### src/design/pcmsc_pkg.sv
`default_nettype none
// ---------------------------------------------------------------------------
// pcmsc_pkg
// Types and constants for the PCM16 soft-clip mixer.
// ---------------------------------------------------------------------------
package pcmsc_pkg;

   localparam int unsigned QUOT_BITS = 14;
   localparam int unsigned LATENCY   = QUOT_BITS + 3;

   localparam logic [16:0] CLIP_THRESHOLD = 17'd29491;
   localparam logic [16:0] Q15_ONE        = 17'd32768;

   localparam logic [15:0] PCM_MAX = 16'h7FFF;
   localparam logic [15:0] PCM_MIN = 16'h8000;

   localparam logic CSR_MIX_ENABLE = 1'b0;

   typedef struct packed {
      logic signed [15:0] injected_sample;
      logic signed [15:0] mic_sample;
      logic               last_in_buffer;
   } req_type;

   typedef struct packed {
      logic signed [15:0] mixed_sample;
      logic               last_out;
   } rsp_type;

endpackage
`default_nettype wire

### src/design/pcm16_soft_clip_mixer.sv
`default_nettype none
// ---------------------------------------------------------------------------
// pcm16_soft_clip_mixer
// Adds two PCM16 samples, soft-compresses the excess above 0.9 full scale,
// scales by 32767/32768 and saturates; copy mode passes the injected sample.
// ---------------------------------------------------------------------------
// One sample is taken in every clock cycle: busy stays low and start alone
// accepts a beat. Each result appears on rsp_data with rsp_strobe high for
// exactly one cycle, in order, and the receiver cannot hold it off. The
// pipeline depth is set by the compression quotient, a restoring divider with
// one quotient bit per pipeline stage (14 stages), plus an input stage, a
// recombine stage and the scale-and-saturate output stage. mix_enable is
// sampled when a beat is accepted and travels with it.
module pcm16_soft_clip_mixer (
   input  wire logic               clock,
   input  wire logic               reset,
   input  wire logic               start,
   output      logic               busy,
   input  wire pcmsc_pkg::req_type req_data,
   output      logic               rsp_strobe,
   output      pcmsc_pkg::rsp_type rsp_data,
   input  wire logic               psel,
   input  wire logic               penable,
   input  wire logic               pwrite,
   input  wire logic [2:0]         paddr,
   input  wire logic [31:0]        pwdata,
   output      logic [31:0]        prdata,
   output      logic               pready
);
   import pcmsc_pkg::*;

   localparam int unsigned QB = QUOT_BITS;

   // configuration
   logic mix_enable_ff;
   logic csr_wr;

   assign pready = 1'b1;
   assign csr_wr = psel & penable & pwrite & pready;
   assign prdata = (paddr[2] == CSR_MIX_ENABLE) ? {31'd0, mix_enable_ff} : 32'd0;

   always_ff @(posedge clock) begin
      if (reset) begin
         mix_enable_ff <= 1'b0;
      end else if (csr_wr && (paddr[2] == CSR_MIX_ENABLE)) begin
         mix_enable_ff <= pwdata[0];
      end
   end

   assign busy = 1'b0;

   // pipeline stage registers, index 0 is the entry stage
   logic        vld_ff  [QB+1];
   logic        mix_ff  [QB+1];
   logic        neg_ff  [QB+1];
   logic        over_ff [QB+1];
   logic [14:0] mag_ff  [QB+1];
   logic [15:0] inj_ff  [QB+1];
   logic        last_ff [QB+1];
   logic [16:0] den_ff  [QB+1];
   logic [16:0] rem_ff  [QB+1];
   logic [QB-1:0] quo_ff [QB+1];

   // entry stage
   logic [16:0] sum_in;
   logic        neg_in;
   logic [16:0] mag_in;
   logic        over_in;
   logic [16:0] exc_full;
   logic [15:0] exc_in;
   logic [16:0] rem_in;
   logic [16:0] den_in;

   always_comb begin
      sum_in   = {req_data.injected_sample[15], req_data.injected_sample}
               + {req_data.mic_sample[15], req_data.mic_sample};
      neg_in   = sum_in[16];
      mag_in   = neg_in ? (~sum_in + 17'd1) : sum_in;
      over_in  = mag_in > CLIP_THRESHOLD;
      exc_full = mag_in - CLIP_THRESHOLD;
      exc_in   = over_in ? exc_full[15:0] : 16'd0;
      rem_in   = {exc_in, 1'b0};
      den_in   = Q15_ONE + {exc_in, 1'b0};
   end

   always_ff @(posedge clock) begin
      if (reset) begin
         vld_ff[0] <= 1'b0;
      end else begin
         vld_ff[0] <= start & ~busy;
      end
      mix_ff[0]  <= mix_enable_ff;
      neg_ff[0]  <= neg_in;
      over_ff[0] <= over_in;
      mag_ff[0]  <= mag_in[14:0];
      inj_ff[0]  <= req_data.injected_sample;
      last_ff[0] <= req_data.last_in_buffer;
      den_ff[0]  <= den_in;
      rem_ff[0]  <= rem_in;
      quo_ff[0]  <= '0;
   end

   // divider: one quotient bit per stage
   genvar g;
   for (g = 0; g < QB; g++) begin : g_div
      logic [17:0] shifted;
      logic [17:0] diff;
      logic        take;
      logic [16:0] rem_nxt_in;

      assign shifted    = {rem_ff[g], 1'b0};
      assign take       = shifted >= {1'b0, den_ff[g]};
      assign diff       = shifted - {1'b0, den_ff[g]};
      assign rem_nxt_in = take ? diff[16:0] : shifted[16:0];

      always_ff @(posedge clock) begin
         if (reset) begin
            vld_ff[g+1] <= 1'b0;
         end else begin
            vld_ff[g+1] <= vld_ff[g];
         end
         mix_ff[g+1]  <= mix_ff[g];
         neg_ff[g+1]  <= neg_ff[g];
         over_ff[g+1] <= over_ff[g];
         mag_ff[g+1]  <= mag_ff[g];
         inj_ff[g+1]  <= inj_ff[g];
         last_ff[g+1] <= last_ff[g];
         den_ff[g+1]  <= den_ff[g];
         rem_ff[g+1]  <= rem_nxt_in;
         quo_ff[g+1]  <= {quo_ff[g][QB-2:0], take};
      end
   end

   // recombine stage
   logic        rc_vld_ff;
   logic        rc_mix_ff;
   logic        rc_neg_ff;
   logic [15:0] rc_inj_ff;
   logic        rc_last_ff;
   logic [15:0] rc_mag_ff;
   logic [15:0] rc_mag_in;

   assign rc_mag_in = over_ff[QB] ? (CLIP_THRESHOLD[15:0] + {{(16-QB){1'b0}}, quo_ff[QB]})
                                  : {1'b0, mag_ff[QB]};

   always_ff @(posedge clock) begin
      if (reset) begin
         rc_vld_ff <= 1'b0;
      end else begin
         rc_vld_ff <= vld_ff[QB];
      end
      rc_mix_ff  <= mix_ff[QB];
      rc_neg_ff  <= neg_ff[QB];
      rc_inj_ff  <= inj_ff[QB];
      rc_last_ff <= last_ff[QB];
      rc_mag_ff  <= rc_mag_in;
   end

   // scale by 32767/32768, restore sign, saturate
   logic [30:0] prod;
   logic [15:0] scaled;
   logic [15:0] sample_in;
   logic [15:0] mixed_in;

   always_comb begin
      prod   = {rc_mag_ff, 15'd0} - {15'd0, rc_mag_ff};
      scaled = prod[30:15];
      if (rc_neg_ff) begin
         mixed_in = scaled[15] ? PCM_MIN : (~scaled + 16'd1);
      end else begin
         mixed_in = scaled[15] ? PCM_MAX : scaled;
      end
      sample_in = rc_mix_ff ? mixed_in : rc_inj_ff;
   end

   logic    rsp_strobe_ff;
   rsp_type rsp_data_ff;

   always_ff @(posedge clock) begin
      if (reset) begin
         rsp_strobe_ff <= 1'b0;
      end else begin
         rsp_strobe_ff <= rc_vld_ff;
      end
      rsp_data_ff.mixed_sample <= sample_in;
      rsp_data_ff.last_out     <= rc_last_ff;
   end

   assign rsp_strobe = rsp_strobe_ff;
   assign rsp_data   = rsp_data_ff;

`ifndef SYNTH
   a_latency: assert property (@(posedge clock) disable iff (reset)
      rsp_strobe |-> $past(start && !busy && !reset, LATENCY))
      else $error("result strobe does not follow an accepted beat");

   a_no_drop: assert property (@(posedge clock) disable iff (reset)
      $past(start && !busy && !reset, LATENCY) |-> rsp_strobe)
      else $error("accepted beat produced no result");

   a_last: assert property (@(posedge clock) disable iff (reset)
      rsp_strobe |-> rsp_data.last_out == $past(req_data.last_in_buffer, LATENCY))
      else $error("last marker lost in pipeline");

   a_copy: assert property (@(posedge clock) disable iff (reset)
      (rsp_strobe && !$past(mix_enable_ff, LATENCY))
      |-> rsp_data.mixed_sample == $past(req_data.injected_sample, LATENCY))
      else $error("copy mode altered the injected sample");

   a_rem: assert property (@(posedge clock) disable iff (reset)
      vld_ff[QB] |-> rem_ff[QB] < den_ff[QB])
      else $error("divider remainder not below divisor");
`endif

endmodule
`default_nettype wire
### config.mk
export PLATFORM = sky130hd
export DESIGN_NAME = pcm16_soft_clip_mixer
export DESIGN_NICKNAME = d
export VERILOG_FILES = /design/src/design/pcmsc_pkg.sv /design/src/design/pcm16_soft_clip_mixer.sv
export SDC_FILE = /design/constraint.sdc
export NUM_CORES = 1
export LEC_CHECK = 0
export ABC_CLOCK_PERIOD_IN_PS = 5050
export BUFFER_PORTS_ARGS = -buffer_cell sky130_fd_sc_hd__buf_2
export CAP_MARGIN = 10
export CORE_UTILIZATION = 35
export DETAILED_ROUTE_END_ITERATION = 12
export SLEW_MARGIN = 0
export SYNTH_ARGS = -nofsm -noshare
export SYNTH_HDL_FRONTEND = slang
export SYNTH_SLANG_ARGS = --single-unit
export TNS_END_PERCENT = 5
### constraint.sdc
create_clock -name clock -period 5.05 [get_ports clock]
set_input_delay 1.01 -clock clock [delete_from_list [all_inputs] [get_ports clock]]
set_output_delay 1.01 -clock clock [all_outputs]
set_load 0.1 [all_outputs]
==> reports/qor.yml <==
timing:
  rsz0062_at_grt: "no"
  maxSlewViolCount: 0
  setup_violations: 0
  worstMarginPinSlew_ps: 943
  fin_setup_tns_ps: 0
  max_freq_mhz: 224
  hold_viol_final: 0
  finClkSkew_ps: 38.1
  post-route-min-period_ps: 4460
  slew_headroom_pct: 37.1
  period_share_pct: 88.4
yosys:
  ys_warn_count: 0
  synth_seq_cells: 1134
  ys_async_sr_fraction_pct: 0
  ys.flop_type: "dfxtp_1"
  synth-edff-count: 0
  yosys-top-cells-area: "dfxtp_1, ha_1, inv_1"
  ys_types: 84
  synth_top_area_share_pct: 59.8
  synth_area_um2: 38000
  synth_top_cell_by_area: "dfxtp_1"
  yosysSeqAreaShare_pct: 59.8
  syn_inst: 3553
  syn_area_per_cell_um2: 10.7
clock_tree:
  cts_root_buffer: "clkbuf_16"
  cts_buffers: 99
  postCtsResizedCells: 0
  clk_path_buf_depth: 3
  cts_sinks: 1134
  path_clk_slew_ps: 60
  htreeDepth: 3
  hold_buffers: 0
  cts_setup_buffers: 0
  tritoncts: "done"
  clk_latency_ps: 680
floorplan:
  core_area_um2: 107000
  die_h_um: 331
  start_util_pct: 35.4
  die_area_um2: 110000
  io-pin-count: 126
  die_x_um: 331
  row_count: 120
grt:
  grt_util_met3_pct: 2.36
  grt_max_degree: 31
  grt_util_met2_pct: 21.4
  grt.overflow.total: 0
  top_usage_layer: "met2"
  gr-usage-met1_pct: 15.1
  track_usage_pct: 12.3
  antenna_found_initial: 1
  grt_pass1_vias: 22100
  grt_first_pass_wirelength_mm: 110
setup_path:
  crit_arrival_ps: 5010
  critical_path_class: "flop to flop"
  crit_path_cell_trace: "inv_1 -> ha_1 -> nand3_1 -> or3b_4 -> or3b_4 -> xnor2_4 -> and2_4 -> nand3_2 -> or3_4 -> or4_4 -> or3_1 -> o311ai_1 -> buf_4 -> o21ai_1"
  slowest_delay_ps: 460
  crit_path_end_kind: "flop"
  critPathSlowestCell: "or3b_4"
  crit_top_cell: "or3b_4"
  path_max_fanout: 8
  crit_path_start_kind: "flop"
  worstPathRequired_ps: 5600
cells_and_area:
  final_common_cell: "dfxtp_1"
  num_antenna_cells: 0
  fin_nets: 4021
  final_cell_mix: "dfxtp_1, inv_1, nand2_1"
  area_growth_pct: 15.0
  instances_no_fill: 5174
  drive_above_1_share_pct: 8.94
placement:
  numPortBuffers: 59
  place_hpwl_mm: 50.9
  dp_cells: 4992
  gp_congestion: 0.848
route:
  wirelength_mm: 67.3
  vias: 22700
  drtIter0Drc: 966
  wire_per_inst_um: 13.0
  first_pass_iters: 7
  route.detailed.drc: 0
  viasPerCell: 4.39
  ant_nets: 0
status:
  status: "complete, no violations"
run:
  maxCapViolCount: 0
min_path:
  hold_path.class: "flop to flop"
-- worst paths after layout --
kind	startpoint	end	slack [ps]	depth (start not counted)
worst min-delay path	quo_ff[2][3]$_DFF_P_	quo_ff[2][18]$_DFF_P_	320	0
worst max register to register	rc_mag_ff[15]$_SDFF_PN0_	rsp_data[16]$_DFF_P_	590	14
worst max-delay path	rc_mag_ff[15]$_SDFF_PN0_	rsp_data[16]$_DFF_P_	590	14
worst min register to register	quo_ff[2][3]$_DFF_P_	quo_ff[2][18]$_DFF_P_	320	0
-- sequential cells by signal, indices dropped and copies added, names as in the netlist --
signal	cells
rem_ff	210
rsp_strobe	1
mag_ff	225
over_ff	15
vld_ff	15
rc_mag_ff	16
mix_enable_ff	1
neg_ff	15
rc_neg_ff	1
den_ff	224
inj_ff	240
rc_inj_ff	16
quo_ff	105
rc_vld_ff	1
mix_ff	15
rsp_data	17
rc_mix_ff	1
rc_last_ff	1
last_ff	15
-- worst max-delay path, delay by kind of cell (launching register included) --
kind	cells	cell delay [ps]
AOI/OAI and AO/OA	2	380
xor gates and xnor gates	1	280
adders and majority gates	1	360
buffers and inverters	2	410
DFF	1	440
and+or+nand+nor	8	2480
-- area by class of cell --
| type | count | area (um2) |
|---|---|---|
| Multi-Input combinational cell | 1986 | 13600 |
| Sequential cell | 1134 | 22700 |
| Clock inverter | 55 | 915 |
| Clock buffer | 127 | 2740 |
| Timing Repair Buffer | 101 | 611 |
| Inverter | 368 | 1380 |
| Fill cell | 10200 | 63700 |
| Tap cell | 1403 | 1760 |
-- layer usage --
metal  vias to the layer above  wire length, um
met5                         -                0
met2                       288            31800
li1                      12200                -
met1                     10200            31400
met3                       126             2170
met4                         0             1920
-- through the flow --
step / setup WS [ps] / util (%) / area, um2 / hold slack (ps)
after floorplan: 106 / - / 38100 / 310
after global placement: 54.1 / 37.3 / 40000 / 310
after detailed placement: 9.10 / 37.3 / 40000 / 312
after CTS: 509 / 40.7 / 43700 / 302
after global routing: 284 / 40.7 / 43700 / 312
final: 585 / 40.7 / 43700 / 315
-- cells in the mapped netlist, types with 54 or more instances --
master and number:
o21ai_0 206, nor3_1 58, clkbuf_1 57, dfxtp_1 1134
inv_1 366, nand2_1 275, a21oi_1 144, o31ai_1 87
ha_1 244, nor2_1 207, xor2_1 73, nor2b_1 54
xnor2_1 73, a21boi_0 65
-- cells by family (layout without fill, tap and decap cells) --
kind of cell,after synthesis,in the layout,share of synthesized area (%)
XOR/XNOR,148,148,3.50
flip-flops,1134,1134,59.8
adder cells (fa/ha/maj),257,257,8.72
AO/OA/AOI/OAI,715,715,12.1
other,2,33,0.0198
buffers and inverters,464,651,4.94
multiplexers,41,41,1.17
AND/OR/NAND/NOR,792,792,9.76
Power is not shown: default switching activity piles up to over one toggle a cycle in this logic, so the estimate is an artifact.
